### src/rtl/caliper_frame_decoder_defines.svh
// ----------------------------------------------------------------------------
// caliper frame decoder assertion macros
// concurrent checks that compile away when SYNTH is defined
// ----------------------------------------------------------------------------
`ifndef CALIPER_FRAME_DECODER_DEFINES_SVH
`define CALIPER_FRAME_DECODER_DEFINES_SVH

`ifndef SYNTH

// same-cycle implication
`define CFD_ASSERT_IMP(lbl, clk, rst_n, ante, cons) \
    lbl: assert property (@(posedge clk) disable iff (!rst_n) (ante) |-> (cons)) \
        else $error("caliper frame decoder check failed");

// next-cycle implication
`define CFD_ASSERT_NXT(lbl, clk, rst_n, ante, cons) \
    lbl: assert property (@(posedge clk) disable iff (!rst_n) (ante) |=> (cons)) \
        else $error("caliper frame decoder check failed");

`else

`define CFD_ASSERT_IMP(lbl, clk, rst_n, ante, cons)
`define CFD_ASSERT_NXT(lbl, clk, rst_n, ante, cons)

`endif

`endif

### src/rtl/cfd_pkg.sv
// ----------------------------------------------------------------------------
// cfd_pkg
// shared types and constants of the caliper frame decoder
// ----------------------------------------------------------------------------
`timescale 1ns / 1ps

package cfd_pkg;

    localparam int TIME_W   = 32;
    localparam int GAP_W    = 16;
    localparam int POS_W    = 5;
    localparam int FRAME_LEN = 24;
    localparam int MAG_BITS = 20;
    localparam int SIGN_POS = 21;
    localparam int UNIT_POS = 24;

    typedef logic [TIME_W-1:0]    time_t;
    typedef logic [GAP_W-1:0]     gap_t;
    typedef logic [POS_W-1:0]     pos_t;
    typedef logic [FRAME_LEN-1:0] frame_t;
    typedef logic [MAG_BITS-1:0]  mag_t;

    // bit position codes: idle waits for a gap, done waits for the next gap
    localparam pos_t POS_IDLE  = 5'd0;
    localparam pos_t POS_FIRST = 5'd1;
    localparam pos_t POS_LAST  = 5'd24;
    localparam pos_t POS_DONE  = 5'd25;

    localparam gap_t GAP_RESET = 16'd500;

    typedef struct packed {
        time_t edge_time_us;
        logic  data_bit;
    } edge_item_t;

    typedef struct packed {
        logic       valid;
        edge_item_t item;
    } stage_t;

    typedef struct packed {
        mag_t magnitude;
        logic negative;
        logic inch_units;
    } result_t;

endpackage

### src/rtl/cfd_if.sv
// ----------------------------------------------------------------------------
// cfd interfaces
// valid/ready channels for caliper edges, decoded readings and config writes
// ----------------------------------------------------------------------------
`timescale 1ns / 1ps

interface cfd_edge_if;
    logic                     valid;
    logic                     ready;
    logic [cfd_pkg::TIME_W-1:0] edge_time_us;
    logic                     data_bit;

    modport source (output valid, output edge_time_us, output data_bit, input ready);
    modport sink   (input valid, input edge_time_us, input data_bit, output ready);
endinterface

interface cfd_result_if;
    logic                       valid;
    logic                       ready;
    logic [cfd_pkg::MAG_BITS-1:0] magnitude;
    logic                       negative;
    logic                       inch_units;

    modport source (output valid, output magnitude, output negative, output inch_units,
                    input ready);
    modport sink   (input valid, input magnitude, input negative, input inch_units,
                    output ready);
endinterface

interface cfd_cfg_if;
    logic                      valid;
    logic                      ready;
    logic [cfd_pkg::GAP_W-1:0] data;

    modport source (output valid, output data, input ready);
    modport sink   (input valid, input data, output ready);
endinterface

### src/rtl/caliper_frame_decoder.sv
// ----------------------------------------------------------------------------
// caliper_frame_decoder
// decodes the 24-bit serial frame of a digital caliper into a reading
// ----------------------------------------------------------------------------
// caliper: one item per falling edge of the caliper clock, with its
//   microsecond timestamp and the sampled data level
// cfg: writes the gap threshold in microseconds; always ready
// reading: magnitude, sign and inch flag, one item per completed frame
// an edge more than the gap threshold after the previous one starts a frame;
//   the 24th bit of a frame produces the reading, later edges are dropped
//   until the next gap
// path: an edge passes the input register, then is decoded into the result
//   register that holds the reading
// throughput: one edge per cycle while no reading waits to be taken, set by the
//   combinational gap compare and bit capture on the frame state
// reset: gap threshold 500 us, previous edge time 0, decoder waits for a gap
// stall: the reading holds while not taken; one more edge is absorbed by the
//   input register, then caliper.ready drops until the reading is taken
// ----------------------------------------------------------------------------
`timescale 1ns / 1ps

module caliper_frame_decoder (
    input  logic         clk,
    input  logic         rst_n,
    cfd_edge_if.sink     caliper,
    cfd_cfg_if.sink      cfg,
    cfd_result_if.source reading
);
    import cfd_pkg::*;

    stage_t stage;
    logic   advance;

    cfd_in_stage u_in_stage (
        .clk     (clk),
        .rst_n   (rst_n),
        .edges   (caliper),
        .advance (advance),
        .stage   (stage)
    );

    cfd_frame_core u_frame_core (
        .clk     (clk),
        .rst_n   (rst_n),
        .stage   (stage),
        .advance (advance),
        .cfg     (cfg),
        .reading (reading)
    );

endmodule

### src/rtl/cfd_in_stage.sv
// ----------------------------------------------------------------------------
// cfd_in_stage
// input register for caliper edge items
// ----------------------------------------------------------------------------
`timescale 1ns / 1ps

module cfd_in_stage (
    input  logic              clk,
    input  logic              rst_n,
    cfd_edge_if.sink          edges,
    input  logic              advance,
    output cfd_pkg::stage_t   stage
);
    import cfd_pkg::*;

    logic       valid_reg;
    logic       valid_next;
    edge_item_t item_reg;
    edge_item_t item_next;
    logic       load;

    assign edges.ready = !valid_reg || advance;
    assign load        = edges.valid && edges.ready;

    always_comb
    begin
        valid_next = valid_reg;
        item_next  = item_reg;
        if (edges.ready)
        begin
            valid_next = edges.valid;
        end
        if (load)
        begin
            item_next.edge_time_us = edges.edge_time_us;
            item_next.data_bit     = edges.data_bit;
        end
    end

    always_ff @(posedge clk or negedge rst_n)
    begin
        if (!rst_n)
        begin
            valid_reg <= 1'b0;
        end
        else
        begin
            valid_reg <= valid_next;
        end
    end

    // payload, no reset
    always_ff @(posedge clk)
    begin
        item_reg <= item_next;
    end

    assign stage.valid = valid_reg;
    assign stage.item  = item_reg;

endmodule

### src/rtl/cfd_frame_core.sv
// ----------------------------------------------------------------------------
// cfd_frame_core
// gap detection, bit capture and result register of the frame decoder
// ----------------------------------------------------------------------------
`timescale 1ns / 1ps

`include "caliper_frame_decoder_defines.svh"

module cfd_frame_core (
    input  logic              clk,
    input  logic              rst_n,
    input  cfd_pkg::stage_t   stage,
    output logic              advance,
    cfd_cfg_if.sink           cfg,
    cfd_result_if.source      reading
);
    import cfd_pkg::*;

    gap_t    gap_reg;
    gap_t    gap_next;
    time_t   last_time_reg;
    time_t   last_time_next;
    pos_t    pos_reg;
    pos_t    pos_next;
    frame_t  frame_reg;
    frame_t  frame_next;
    logic    out_valid_reg;
    logic    out_valid_next;
    result_t out_reg;
    result_t out_next;

    time_t   dt;
    logic    gap_seen;
    pos_t    pos_eff;
    pos_t    bit_idx;
    logic    capture;
    logic    emit;
    logic    fire;

    assign cfg.ready = 1'b1;

    // the result register frees up in the same cycle it is taken
    assign advance = !out_valid_reg || reading.ready;
    assign fire    = stage.valid && advance;

    always_comb
    begin
        dt       = stage.item.edge_time_us - last_time_reg;
        gap_seen = dt > {{(TIME_W-GAP_W){1'b0}}, gap_reg};
        pos_eff  = gap_seen ? POS_FIRST : pos_reg;
        capture  = (pos_eff >= POS_FIRST) && (pos_eff <= POS_LAST);
        bit_idx  = pos_eff - POS_FIRST;
        emit     = capture && (pos_eff == POS_LAST);

        frame_next = frame_reg;
        if (fire && capture)
        begin
            frame_next[bit_idx] = stage.item.data_bit;
        end

        last_time_next = last_time_reg;
        pos_next       = pos_reg;
        if (fire)
        begin
            last_time_next = stage.item.edge_time_us;
            pos_next       = capture ? pos_eff + POS_FIRST : pos_eff;
        end

        gap_next = cfg.valid ? cfg.data : gap_reg;

        out_next = out_reg;
        if (fire && emit)
        begin
            out_next.magnitude  = frame_next[MAG_BITS-1:0];
            out_next.negative   = frame_next[SIGN_POS-1];
            out_next.inch_units = frame_next[UNIT_POS-1];
        end

        if (fire && emit)
        begin
            out_valid_next = 1'b1;
        end
        else if (reading.ready)
        begin
            out_valid_next = 1'b0;
        end
        else
        begin
            out_valid_next = out_valid_reg;
        end
    end

    always_ff @(posedge clk or negedge rst_n)
    begin
        if (!rst_n)
        begin
            gap_reg       <= GAP_RESET;
            last_time_reg <= '0;
            pos_reg       <= POS_IDLE;
            frame_reg     <= '0;
            out_valid_reg <= 1'b0;
        end
        else
        begin
            gap_reg       <= gap_next;
            last_time_reg <= last_time_next;
            pos_reg       <= pos_next;
            frame_reg     <= frame_next;
            out_valid_reg <= out_valid_next;
        end
    end

    always_ff @(posedge clk)
    begin
        out_reg <= out_next;
    end

    assign reading.valid      = out_valid_reg;
    assign reading.magnitude  = out_reg.magnitude;
    assign reading.negative   = out_reg.negative;
    assign reading.inch_units = out_reg.inch_units;

    `CFD_ASSERT_NXT(a_emit_done, clk, rst_n, fire && emit, pos_reg == POS_DONE)
    `CFD_ASSERT_IMP(a_rise_from_emit, clk, rst_n, $rose(out_valid_reg), $past(fire && emit))
    `CFD_ASSERT_NXT(a_stall_holds, clk, rst_n, out_valid_reg && !reading.ready,
                    $stable(last_time_reg) && $stable(pos_reg) && $stable(frame_reg))
    `CFD_ASSERT_IMP(a_pos_range, clk, rst_n, 1'b1, pos_reg <= POS_DONE)

endmodule

### src/flat_wrapper.sv
// flat-port wrapper written by rule: the top's interface ports become plain ports
module caliper_frame_decoder_flat import cfd_pkg::*;
  (clk, rst_n, caliper_valid, caliper_edge_time_us, caliper_data_bit, caliper_ready, cfg_valid, cfg_data, cfg_ready, reading_valid, reading_magnitude, reading_negative, reading_inch_units, reading_ready);
  cfd_edge_if caliper_i ();
  cfd_cfg_if cfg_i ();
  cfd_result_if reading_i ();
  input  logic clk;
  input  logic rst_n;
  input wire logic [$bits(caliper_i.valid)-1:0] caliper_valid;
  input wire logic [$bits(caliper_i.edge_time_us)-1:0] caliper_edge_time_us;
  input wire logic [$bits(caliper_i.data_bit)-1:0] caliper_data_bit;
  output wire logic [$bits(caliper_i.ready)-1:0] caliper_ready;
  input wire logic [$bits(cfg_i.valid)-1:0] cfg_valid;
  input wire logic [$bits(cfg_i.data)-1:0] cfg_data;
  output wire logic [$bits(cfg_i.ready)-1:0] cfg_ready;
  output wire logic [$bits(reading_i.valid)-1:0] reading_valid;
  output wire logic [$bits(reading_i.magnitude)-1:0] reading_magnitude;
  output wire logic [$bits(reading_i.negative)-1:0] reading_negative;
  output wire logic [$bits(reading_i.inch_units)-1:0] reading_inch_units;
  input wire logic [$bits(reading_i.ready)-1:0] reading_ready;
  assign caliper_i.valid = caliper_valid;
  assign caliper_i.edge_time_us = caliper_edge_time_us;
  assign caliper_i.data_bit = caliper_data_bit;
  assign caliper_ready = caliper_i.ready;
  assign cfg_i.valid = cfg_valid;
  assign cfg_i.data = cfg_data;
  assign cfg_ready = cfg_i.ready;
  assign reading_valid = reading_i.valid;
  assign reading_magnitude = reading_i.magnitude;
  assign reading_negative = reading_i.negative;
  assign reading_inch_units = reading_i.inch_units;
  assign reading_i.ready = reading_ready;
  caliper_frame_decoder u_core (.clk(clk), .rst_n(rst_n), .caliper(caliper_i), .cfg(cfg_i), .reading(reading_i));
endmodule
### config.mk
export PLATFORM = sky130hd
export DESIGN_NAME = caliper_frame_decoder_flat
export DESIGN_NICKNAME = d
export VERILOG_FILES = /design/src/rtl/cfd_pkg.sv /design/src/rtl/cfd_if.sv /design/src/rtl/caliper_frame_decoder.sv /design/src/rtl/cfd_in_stage.sv /design/src/rtl/cfd_frame_core.sv /design/src/flat_wrapper.sv
export VERILOG_INCLUDE_DIRS = /design/src /design/src/rtl
export SDC_FILE = /design/constraint.sdc
export NUM_CORES = 1
export LEC_CHECK = 0
export ABC_CLOCK_PERIOD_IN_PS = 17590
export BUFFER_PORTS_ARGS = -buffer_cell sky130_fd_sc_hd__buf_2
export CELL_PAD_IN_SITES_DETAIL_PLACEMENT = 0
export CELL_PAD_IN_SITES_GLOBAL_PLACEMENT = 1
export CORE_MARGIN = 2
export CORE_UTILIZATION = 52
export CTS_BUF_LIST = sky130_fd_sc_hd__clkbuf_8
export DETAILED_ROUTE_END_ITERATION = 10
export PLACE_DENSITY = 0.95
export REMOVE_ABC_BUFFERS = 1
export SLEW_MARGIN = 15
export SYNTH_ARGS = -nofsm -noshare
export SYNTH_HDL_FRONTEND = slang
export SYNTH_SLANG_ARGS = --single-unit
export TNS_END_PERCENT = 30
### constraint.sdc
create_clock -name clk -period 17.59 [get_ports clk]
set_input_delay 0 -clock clk [delete_from_list [all_inputs] [get_ports clk]]
set_output_delay 0 -clock clk [all_outputs]
set_load 0.01 [all_outputs]
* Word-level counts from Yosys, hierarchy flattened
Index checks and enable logic that the tools add are counted.
** Word-level totals
- Bits in registers :: 134
- Output and inout bits :: 25
- Logic and storage cells :: 41
** Operators by class
- $add $sub $neg :: 3
- $lt $le $gt $ge :: 5
- Equal/unequal tests :: 1
- Muxes and demuxes :: 8
- Reductions and logical operators :: 12
** Operators with widths (count)
- > comparator 32 x 16 -> 1 bit :: 1
- subtractor 32 bit :: 1
- bitwise mux 24 bit :: 1
- two-way mux 24 bit :: 1
- >= comparator 5 x 1 -> 1 bit (second input constant) :: 2
- two-way mux 5 bit :: 2
- logical AND 1 bit :: 7
- < comparator 5 x 6 -> 1 bit (second input constant) :: 1
- adder 5 x 1 -> 5 bit (second input constant) :: 1
- demux 1 bit (select 5 bit) :: 1
- equality test 5 bit (second input constant) :: 1
- less-or-equal comparator 5 bit (second input constant) :: 1
- subtractor 5 x 1 -> 5 bit (second input constant) :: 1
- two-way mux 1 bit :: 3
- logical NOT 1 bit :: 2
- logical OR 1 bit :: 2
- nonzero test 2 bit :: 1

* Logic depth before layout (Yosys ltp)
Gate-level depths: netlist of the first run.
- Word-level depth :: 10
- Mapped depth :: 30
- Gate-level depth less buffers :: 30

* Modules after synthesis
Synthesis of the first run repeated with hierarchy kept, for this count alone.
** Unflattened totals
- Cell total of the unflattened synthesis :: 697
- Area total of the unflattened synthesis :: 7470.9 µm²
** By module, submodules not included
- cfd_frame_core :: times used 1, cells each 659, area an instance 6418.7 µm², seq. area each 2570.0 µm²
- cfd_in_stage :: times used 1, cells each 38, area an instance 1052.3 µm², seq. area each 1016.0 µm²

* Worst setup path before layout of the first run
No wires, ideal clock.
- Path kind :: register to register
- Start point :: reg u_core.u_in_stage.item_reg (netlist bit u_core.u_in_stage.stage[3])
- End point :: reg u_core.u_frame_core.out_reg (netlist bit u_core.u_frame_core.reading.inch_units) (data pin)
- Arrival time :: 5.787 ns
- Data required time :: 17.323 ns
- Path slack :: 11.536 ns
- Stages on the path, launching flop included :: 29
- Clock period less this slack :: 6.054 ns
- Cell sequence :: edfxtp_1 ha_1 o211ai_1 a21oi_1 nand2b_1 a31oi_1 nor2b_1 o21ai_0 nand2b_1 xor2_1 ha_1 a21o_1 a21o_1 a2111oi_0 o21a_1 o211ai_1 nor4_1 nand4b_1 nor4_1 nor2b_1 inv_1 ha_1 nor4b_1 a31oi_1 inv_1 o211ai_1 o211ai_1 o21bai_1 mux2_1
** Between the ends
- Longest elaborated chain between the ends :: 10
- Elaborated cells between the ends (all ways) :: 15
** Ends and longest elaborated chain
- from (decl) :: line cfd_in_stage.sv:18 : edge_item_t item_reg;
- from (signal assigned) :: line cfd_in_stage.sv:55 : item_reg <= item_next;
- subtractor 32 bit (*) :: line cfd_frame_core.sv:48 : dt = stage.item.edge_time_us - last_time_reg;
- > comparator 32 x 16 -> 1 bit (*) :: line cfd_frame_core.sv:49 : gap_seen = dt > {{(TIME_W-GAP_W){1'b0}}, gap_reg};
- two-way mux 5 bit (*) :: line cfd_frame_core.sv:50 : pos_eff = gap_seen ? POS_FIRST : pos_reg;
- subtractor 5 x 1 -> 5 bit :: line cfd_frame_core.sv:52 : bit_idx = pos_eff - POS_FIRST;
- < comparator 5 x 6 -> 1 bit (implied by the code) / >= comparator 5 x 1 -> 1 bit (equally long branches) :: line cfd_frame_core.sv:58 : frame_next[bit_idx] = stage.item.data_bit;
- logical AND 1 bit (implied by the code) :: line cfd_frame_core.sv:58
- two-way mux 1 bit (implied by the code) :: line cfd_frame_core.sv:58
- demux 1 bit (select 5 bit) :: line cfd_frame_core.sv:58
- bitwise mux 24 bit :: line cfd_frame_core.sv:58
- two-way mux 24 bit (*) :: line cfd_frame_core.sv:56 : if (fire && capture)
- net u_core.u_frame_core.frame_next[23] :: line cfd_frame_core.sv:26 : frame_t frame_next;
- to (signal assigned) :: line cfd_frame_core.sv:115 : out_reg <= out_next;
- to (decl) :: line cfd_frame_core.sv:29 : result_t out_reg;
Mark *: on every way through the listed nets, which the timed path passes. The rest lies on a longest branch.
A chain may end at the register's enable or synchronous reset.

* Worst setup path in the final report of the first run
- Start point :: reg u_core.u_in_stage.item_reg (netlist bit u_core.u_in_stage.stage[3])
- End point :: reg u_core.u_frame_core.out_reg (netlist bit u_core.u_frame_core.reading.negative) (data pin)
The elaborated chain is that of the path after synthesis.

==> flow_metrics.tcl, run 1 <==
set metrics [dict create \
    beginning_of_the_critical_path "u_core.u_in_stage.stage[3]$_DFFE_PP_" \
    max-clock-path-buffers 2 \
    grt_setup_unrepaired "false" \
    critPathArrivalTime_ps 7270 \
    global_route.overflow_total 0 \
    run_status "complete, no violations" \
    report.final.slew_viol_count 0 \
    postSynth.topFlopCell "sky130_fd_sc_hd__dfrtp_1" \
    share_of_final_layout_standard_cells_stronger_than_drive_strength_1_pct 14.5 \
    min-delay-start "cfg_valid" \
    drt-total-wl_um 18000 \
    finalHoldViolCount 0 \
    critical_path.startpoint_type "flop" \
    detailroute.via_count 6104 \
    h_tree_lvls 4 \
    final_core_utilization_pct 64.6 \
    detail_routed_via_count_per_cell 5.64 \
    die_height_um 124 \
    rows 43 \
    cap_violations 0 \
    detail_route.first_pass.iterations 5 \
    postSynth.asyncResetShare_pct 58.3 \
    antenna_violating_nets_post_route 0 \
    crit_fanout 6 \
    power.leakage_nw 3.95 \
    coreArea_sq_um 14000 \
    postSynthAreaPerCell_sq_um 9.90 \
    port_buffers 77 \
    commonest_cells_after_routing_fill_and_taps_aside "96 x sky130_fd_sc_hd__nand2_1, 76 x sky130_fd_sc_hd__buf_2, 71 x sky130_fd_sc_hd__dfrtp_1, 69 x sky130_fd_sc_hd__o21ai_0, 65 x sky130_fd_sc_hd__dlygate4sd3_1" \
    root_buffer "sky130_fd_sc_hd__clkbuf_8" \
    detail_route.drc_violations 0 \
    layout_commonest_cell "sky130_fd_sc_hd__nand2_1" \
    gp_congestion 0.895 \
    cts_repair_resize_count 0 \
    setup-tns-final_ps 0 \
    top_level_ports 79 \
    cts_post_setup_buffers_inserted 0 \
    regArea_sq_um 3590 \
    cts.clk_slew.worst_paths_ps 80 \
    antenna-diode-count 0 \
    final_min_period_over_clock_period_pct 40.2 \
    worst_setup_path_type "flop to flop" \
    finish.net_count 998 \
    synthesis.area_sq_um 7500 \
    clk-insertion-delay-late_ps 460 \
    holdCritPathClass "input port to flop" \
    drtIter0Drc 292 \
    synth-edff-count 55 \
    grt_max_degree 78 \
    layout_min_cycle_time_ps 7070 \
    die_area_sq_um 15400 \
    area_growth_syn_to_layout_pct 20.5 \
    finalClockSkew_ps 14.3 \
    max_slew.worst_pin.slew_ps 1150 \
    detail_placement_hpwl_um 12400 \
    filler_cell_count 1142 \
    max_slew_headroom_at_the_worst_pin_pct 23.6 \
    setup_viol 0 \
    flop_and_latch_count_out_of_synthesis 132 \
    largest_register_ff_count 33 \
    postSynthCellCount 758 \
    crit_required_ps 17790 \
    ys_seq_area_share_pct 47.8 \
    tritoncts_clock_tree "built" \
    crit_path_frequent_cell "sky130_fd_sc_hd__o211ai_1" \
    synth.lib_cells_used.distinct 71 \
    worst_setup_path_end_kind "flop" \
    critical_path.max_stage_delay_ps 580 \
    yosysWarnings 0 \
    via_count_of_the_first_global_routing_pass 6172 \
    critical-path-slowest-cell "sky130_fd_sc_hd__nor4_1" \
    reg2reg_from "u_core.u_in_stage.stage[3]$_DFFE_PP_" \
    number_of_antenna_violations_at_the_first_check_in_global_routing 0 \
    cts-buffers-inserted 17 \
    initial_core_util_pct 53.6 \
    fmaxAchievable_ghz 0.141 \
    total_area_of_multi_input_combinational_cells_sq_um 3550 \
    avgRoutedWirePerCell_um 16.6 \
    overall_track_demand_over_capacity_in_global_routing_pct 24.9 \
    cts_hold_repair.buffers 65 \
    irDropWorstVdd_mv 0.0671 \
    cts_sinks 132 \
    grt_pass1_wl_um 29400 \
    width_of_the_die_um 124 \
    powerDensity_nw_per_um2 91.7 \
]
## area by class of cell
class	count	share of cell area [%]
flip-flops and latches	132	39.7
repair buffers	144	11.7
well taps	180	2.49
clock buffers	17	2.59
inverters	61	2.53
multi-input cells	533	39.3
clock inverters	15	1.79
## report_power, final
group	total [W]	internal (W)	switching, W
Combinational	0.000221	0.0000917	0.000129
Sequential	0.000348	0.000340	0.00000844
Clock	0.000260	0.000119	0.000141
## synth_stat cells (all sizes together) (5+ instances only)
master / number / area (sq um)
a211oi: 7 / 57.6
a21o: 12 / 90.1
a21oi: 45 / 229
a31oi: 6 / 37.5
and2: 5 / 31.3
buf: 8 / 52.6
clkbuf: 24 / 90.1
dfrtp: 71 / 1780
dfstp: 6 / 158
edfxtp: 55 / 1650
ha: 54 / 676
inv: 61 / 229
mux2: 25 / 282
nand2: 96 / 360
nand2b: 11 / 68.8
nand3: 12 / 60.1
nand4: 14 / 87.6
nor2: 32 / 120
nor3: 24 / 120
o211ai: 14 / 110
o21a: 9 / 67.6
o21ai: 75 / 375
o21bai: 6 / 45.0
or2: 5 / 31.3
xnor2: 14 / 123
xor2: 7 / 61.3
## per-stage QoR
step	total power, W	worst slack (ps)	instance area (sq um)	hold WS [ps]	instances
after floorplan	0.000503	11540	7360	-296	726
after global placement	0.000552	10920	7990	176	985
after detailed placement	0.000558	10590	7990	178	985
after CTS	0.000831	10580	9040	0.466	1082
after global routing	0.000878	9790	9040	40.6	1082
final	0.000829	10520	9040	35.7	1082
## routing by layer
metal  share of wire [%]  track usage, %  wire [um]  vias up
li1                    -               -          -     2976
met1                  43            29.7       7800     2930
met2                  50            43.6       9050      166
met3                 4.5            5.72        812       32
met4                 1.8            9.34        318        0
met5                   0               0          0        -
## final timing paths
check	endpoint	slack [ps]	cells after the start
worst max-delay path	u_core.u_frame_core.reading.negative$_DFFE_PP_	10520	28
worst min-delay path	u_core.u_frame_core.gap_reg[9]$_DFFE_PN0P_	40	3
worst max register to register	u_core.u_frame_core.reading.negative$_DFFE_PP_	10520	28
worst min register to register	u_core.u_frame_core.frame_reg[11]$_DFF_PN0_	490	1
max in group asynchronous	u_core.u_frame_core.last_time_reg[21]$_DFFE_PN0P_	16680	2
min in group asynchronous	u_core.u_frame_core.last_time_reg[17]$_DFFE_PN0P_	250	2
## critical path: cells and delay by family, from the launching register on
kind                       cells  cell delay, ps
AOI/OAI and AO/OA             13            2680
and+or+nand+nor                8            2000
adders and majority gates      3             910
DFF                            1             410
muxes                          1             360
buffers and inverters          2             310
xor gates and xnor gates       1             150
## cell families after synthesis
| family | share of synthesized area, % |
|---|---|
| adders and majority gates | 9.27 |
| DFF | 47.8 |
| AOI/OAI and AO/OA | 17.4 |
| xor gates and xnor gates | 2.45 |
| and+or+nand+nor | 13.8 |
| other | 0.0500 |
| muxes | 4.29 |
| buffers and inverters | 4.95 |
Note: power is estimated with default switching activity, not from simulation.
==> inputs of run 2 (changes only) <==
- ABC_CLOCK_PERIOD_IN_PS: 17590 -> 6590
- CORE_UTILIZATION: 52 -> 48
- PLACE_DENSITY: 0.95 -> 0.92
- clock period: 17.59 -> 6.59 ns (I/O delays scaled with it)
==> flow_metrics.tcl, run 2 (synthesis gave the netlist of run 1 again) <==
set metrics [dict create \
    commonest_cells_after_routing_fill_and_taps_aside "96 x sky130_fd_sc_hd__nand2_1, 76 x sky130_fd_sc_hd__buf_2, 71 x sky130_fd_sc_hd__dfrtp_1, 69 x sky130_fd_sc_hd__o21ai_0, 65 x sky130_fd_sc_hd__dlygate4sd3_1" \
    gp_congestion 0.939 \
    via_count_of_the_first_global_routing_pass 6133 \
    critical_path.startpoint_type "flop" \
    reg2regPathDepth 30 \
    clk-insertion-delay-late_ps 460 \
    max-clock-path-buffers 2 \
    fin_hold_ws_ps 21.2 \
    worst_setup_path_type "flop to flop" \
    finish.net_count 1008 \
    area_growth_syn_to_layout_pct 22.6 \
    filler_cell_count 1243 \
    worstHoldEndpoint "u_core.u_frame_core.gap_reg[1]$_DFFE_PN0P_" \
    met2WireLength_um 8430 \
    critical-path-slowest-cell "sky130_fd_sc_hd__fa_1" \
    r2r_slack_ps 490 \
    detail_route.drc_violations 0 \
    port_buffers 77 \
    drt-met1-wl_um 8010 \
    largest_register_ff_count 33 \
    top_level_ports 79 \
    worstHoldPathCells 3 \
    antenna-diode-count 0 \
    crit_required_ps 6800 \
    die_area_sq_um 16600 \
    worst_setup_path_end_kind "flop" \
    cap_violations 0 \
    setup-tns-final_ps 0 \
    crit_path_frequent_cell "sky130_fd_sc_hd__nand2_1" \
    number_of_antenna_violations_at_the_first_check_in_global_routing 0 \
    initial_core_util_pct 49.2 \
    timing.critical_path.max_delay_family "compound AO/OA/AOI/OAI gates" \
    reg2reg_from "u_core.u_frame_core.last_time_reg[0]$_DFFE_PN0P_" \
    detail_routed_via_count_per_cell 5.42 \
    max_slew.worst_pin.slew_ps 1020 \
    rr_endpoint "u_core.u_frame_core.reading.magnitude[10]$_DFFE_PP_" \
    crit_fanout 5 \
    critPathArrivalTime_ps 6300 \
    cts.clk_slew.worst_paths_ps 90 \
    powerDensity_nw_per_um2 238 \
    avgRoutedWirePerCell_um 15.8 \
    run_status "complete, no violations" \
    cts_sinks 132 \
    power.leakage_nw 3.99 \
    finalHoldViolCount 0 \
    cts-buffers-inserted 17 \
    min-delay-start "cfg_valid" \
    overall_track_demand_over_capacity_in_global_routing_pct 22.6 \
    setup_viol 0 \
    coreArea_sq_um 15300 \
    antenna_violating_nets_post_route 0 \
    die_height_um 129 \
    width_of_the_die_um 129 \
    global_route.overflow_total 0 \
    drt-total-wl_um 17800 \
    critical_path.max_stage_delay_ps 420 \
    holdCritPathClass "input port to flop" \
    detail_route.first_pass.iterations 5 \
    share_of_final_layout_standard_cells_stronger_than_drive_strength_1_pct 16.7 \
    grt_max_degree 78 \
    timing.critical_path.buf_inv 4 \
    finalClockSkew_ps 14.3 \
    rows 45 \
    layout_commonest_cell "sky130_fd_sc_hd__nand2_1" \
    grt_pass1_wl_um 29400 \
    max_slew_headroom_at_the_worst_pin_pct 31.7 \
    layout_min_cycle_time_ps 6100 \
    tritoncts_clock_tree "built" \
    detailroute.via_count 6088 \
    h_tree_lvls 4 \
    report.final.slew_viol_count 0 \
    met3RoutedLength_um 975 \
    drtIter0Drc 471 \
    final_min_period_over_clock_period_pct 92.5 \
    detail_placement_hpwl_um 11800 \
    root_buffer "sky130_fd_sc_hd__clkbuf_8" \
    fmaxAchievable_ghz 0.164 \
    irDropWorstVdd_mv 0.218 \
    top_layer_used "met4" \
]
run 2: area by class of cell:
type                    count  area (sq um)  area share, %
multi-input cells         533          3620           39.4
flip-flops and latches    132          3590           39.0
repair buffers            154          1130           12.3
well taps                 211           264           2.87
clock buffers              17           234           2.54
inverters                  61           229           2.49
clock inverters            15           139           1.51
run 2: repair_timing:
item	4_1_cts	5_1_grt
hold buffers	65	0
endpoints found under the hold margin	122	0
buffers inserted	0	3
endpoints found under the setup margin	0	46
resized for setup	0	13
run 2: tightest hold or removal path, cell delays in order:
cell and delay (ps):
sky130_fd_sc_hd__buf_2 250, sky130_fd_sc_hd__nand2_1 110, sky130_fd_sc_hd__o21ai_0 70
run 2: worst max path at each step:
stage	end	slack (ps)	cells past startpoint	start
2_1_floorplan	u_core.u_frame_core.reading.inch_units$_DFFE_PP_	540	28	u_core.u_in_stage.stage[3]$_DFFE_PP_
3_3_place_gp	u_core.u_frame_core.reading.magnitude[10]$_DFFE_PP_	270	29	u_core.u_in_stage.stage[3]$_DFFE_PP_
3_5_place_dp	u_core.u_frame_core.reading.magnitude[14]$_DFFE_PP_	180	29	u_core.u_in_stage.stage[3]$_DFFE_PP_
4_1_cts	u_core.u_frame_core.reading.magnitude[10]$_DFFE_PP_	60	29	u_core.u_in_stage.stage[3]$_DFFE_PP_
5_1_grt	u_core.u_frame_core.reading.magnitude[8]$_DFFE_PP_	-30	29	u_core.u_frame_core.last_time_reg[4]$_DFFE_PN0P_
6_report	u_core.u_frame_core.reading.magnitude[10]$_DFFE_PP_	490	30	u_core.u_frame_core.last_time_reg[0]$_DFFE_PN0P_
run 2: power by group:
part	switching, W	leakage, nW	internal (W)	total (W)
clock network	0.000380	0.185	0.000279	0.000659
registers	0.0000226	1.48	0.000906	0.000929
logic	0.000346	2.32	0.000255	0.000601
run 2: metrics by stage:
step / utilization (%) / power [W] / std cells / area [sq um] / setup WS [ps]
after floorplan: - / 0.00134 / 726 / 7360 / 536
after global placement: 53.0 / 0.00148 / 1023 / 8080 / 270
after detailed placement: 53.0 / 0.00149 / 1023 / 8080 / 176
after CTS: 59.7 / 0.00217 / 1120 / 9110 / 64.8
after global routing: 60.3 / 0.00232 / 1123 / 9200 / -29.7
final: 60.3 / 0.00219 / 1123 / 9200 / 494
run 2: metal layers:
layer	vias up	track usage, %
met4	0	8.95
met2	166	36.9
met1	2895	29.0
met5	-	0
met3	34	5.78
li1	2993	-
==> inputs of run 3 (changes only) <==
- CELL_PAD_IN_SITES_DETAIL_PLACEMENT: 0 -> unset
- CELL_PAD_IN_SITES_GLOBAL_PLACEMENT: 1 -> unset
- CORE_UTILIZATION: 48 -> 61
- PLACE_DENSITY: 0.92 -> 0.91
==> flow_metrics.tcl, run 3 (synthesis gave the netlist of run 1 again) <==
set metrics [dict create \
    h_tree_lvls 4 \
    gp_congestion 0.959 \
    powerDensity_nw_per_um2 245 \
    setup_viol 0 \
    layout_commonest_cell "sky130_fd_sc_hd__nand2_1" \
    share_of_final_layout_standard_cells_stronger_than_drive_strength_1_pct 16.9 \
    grt_pass1_wl_um 31300 \
    port_buffers 77 \
    clk-insertion-delay-late_ps 470 \
    detailroute.via_count 6596 \
    p_sw_share_pct 33.1 \
    drt-total-wl_um 19900 \
    width_of_the_die_um 115 \
    cts_sinks 132 \
    critical_path.max_stage_delay_ps 460 \
    max_slew.worst_pin.slew_ps 995 \
    via_count_of_the_first_global_routing_pass 6478 \
    irDropWorstVdd_mv 0.300 \
    critical_path.startpoint_type "flop" \
    drtIter0Drc 817 \
    finalClockSkew_ps 19.2 \
    fmaxAchievable_ghz 0.152 \
    root_buffer "sky130_fd_sc_hd__clkbuf_8" \
    report.final.slew_viol_count 0 \
    crit_required_ps 6790 \
    worstHoldPathCells 3 \
    clock_power_share_pct 30.1 \
    die_area_sq_um 13200 \
    critPathArrivalTime_ps 6770 \
    die_height_um 115 \
    holdCritPathClass "input port to flop" \
    part_of_the_power_in_registers_pct 41.4 \
    max-clock-path-buffers 2 \
    power.leakage_nw 4.02 \
    run_status "complete, no violations" \
    initial_core_util_pct 62.5 \
    finalHoldViolCount 0 \
    filler_cell_count 731 \
    detail_placement_hpwl_um 11700 \
    final_core_utilization_pct 76.3 \
    top_level_ports 79 \
    overall_track_demand_over_capacity_in_global_routing_pct 30.5 \
    detail_routed_via_count_per_cell 6.21 \
    cap_violations 0 \
    worst_setup_path_end_kind "flop" \
    worst_setup_path_type "flop to flop" \
    detail_route.first_pass.iterations 8 \
    fin_hold_ws_ps 47.4 \
    antenna_violating_nets_post_route 0 \
    grt_max_degree 78 \
    area_growth_syn_to_layout_pct 22.2 \
    number_of_antenna_violations_at_the_first_check_in_global_routing 0 \
    coreArea_sq_um 12000 \
    switchingPower_w 0.000744 \
    max_slew_headroom_at_the_worst_pin_pct 33.6 \
    commonest_cells_after_routing_fill_and_taps_aside "96 x sky130_fd_sc_hd__nand2_1, 76 x sky130_fd_sc_hd__buf_2, 71 x sky130_fd_sc_hd__dfrtp_1, 69 x sky130_fd_sc_hd__o21ai_0, 65 x sky130_fd_sc_hd__dlygate4sd3_1" \
    rows 40 \
    final_min_period_over_clock_period_pct 99.6 \
    design_power_total_w 0.00225 \
    largest_register_ff_count 33 \
    cts.clk_slew.worst_paths_ps 80 \
    finish.net_count 1011 \
    internal_power_contribution_w 0.00151 \
    detail_route.drc_violations 0 \
    reg2regPathDepth 30 \
    crit_fanout 6 \
    tritoncts_clock_tree "built" \
    global_route.overflow_total 0 \
    pwr-share-comb_pct 28.5 \
    critical-path-slowest-cell "sky130_fd_sc_hd__a2111oi_1" \
    antenna-diode-count 0 \
    layout_min_cycle_time_ps 6570 \
    avgRoutedWirePerCell_um 18.8 \
    cts-buffers-inserted 17 \
]
## run 3: cell types whose count changed in the layout (fill, tap and decap cells not counted), sizes merged
cell	previous run	this run
buf	89	92
inv	71	65
clkinvlp	3	1
bufinv	0	2
clkinv	2	8
## run 3: per-stage QoR
step,setup WS [ps],area (sq um),std cells,TNS (ps)
floorplan,536,7360,726,0
global placement,270,7990,957,0
detailed placement,-56.9,7990,957,-81.3
CTS,9.43,9050,1056,0
global route,-316,9170,1062,-7950
finish,24.2,9170,1062,0
## run 3: cell type report
type | count | area (sq um) | share of cell area [%]
Inverter | 61 | 229 | 2.50
Sequential cell | 132 | 3590 | 39.1
Clock inverter | 15 | 155 | 1.69
Multi-Input combinational cell | 533 | 3630 | 39.6
Clock buffer | 17 | 234 | 2.55
Tap cell | 147 | 184 | 2.01
Timing Repair Buffer | 157 | 1150 | 12.6
## run 3: worst paths after layout
| path | startpoint | to | slack, ps |
|---|---|---|---|
| setup / recovery | u_core.u_frame_core.last_time_reg[2]$_DFFE_PN0P_ | u_core.u_frame_core.reading.magnitude[5]$_DFFE_PP_ | 20 |
| min in group asynchronous | rst_n | u_core.u_frame_core.last_time_reg[19]$_DFFE_PN0P_ | 250 |
| max in group asynchronous | rst_n | u_core.u_frame_core.last_time_reg[14]$_DFFE_PN0P_ | 5700 |
| setup reg to reg | u_core.u_frame_core.last_time_reg[2]$_DFFE_PN0P_ | u_core.u_frame_core.reading.magnitude[5]$_DFFE_PP_ | 20 |
| hold reg to reg | u_core.u_frame_core.frame_reg[10]$_DFF_PN0_ | u_core.u_frame_core.frame_reg[10]$_DFF_PN0_ | 490 |
| hold / removal | cfg_valid | u_core.u_frame_core.gap_reg[10]$_DFFE_PN0P_ | 50 |
## run 3: power by group through the flow
stage	Combinational (W)	Sequential (W)	Clock, W
floorplan	0.000405	0.000938	0
global placement	0.000525	0.000943	0
detailed placement	0.000546	0.000946	0
CTS	0.000586	0.000930	0.000680
global route	0.000700	0.000936	0.000719
finish	0.000641	0.000932	0.000677
## run 3: critical path: cells and delay by family, from the launching register on
family | cells | cell delay [ps]
AO/OA/AOI/OAI | 12 | 2470
XOR/XNOR | 1 | 150
adder cells (fa/ha/maj) | 3 | 790
AND/OR/NAND/NOR | 9 | 1530
flip-flops | 1 | 370
multiplexers | 1 | 380
buffers and inverters | 4 | 610
## run 3: what timing repair did
item                                    4_1_cts  5_1_grt
endpoints found under the setup margin       17       47
pin swaps                                     1        7
hold endpoints to repair                    123        0
hold buffers                                 65        0
gates resized for setup                       2       14
setup buffers                                 2        6
## run 3: routing by layer
metal / part of all wire, % / track usage [%] / routed length (um) / vias up
met4: 3.6 / 12.0 / 722 / 0
met3: 8.5 / 6.59 / 1690 / 72
met5: 0 / 0 / 0 / -
met1: 39 / 38.3 / 7820 / 3079
li1: - / - / - / 3007
met2: 49 / 52.0 / 9680 / 438
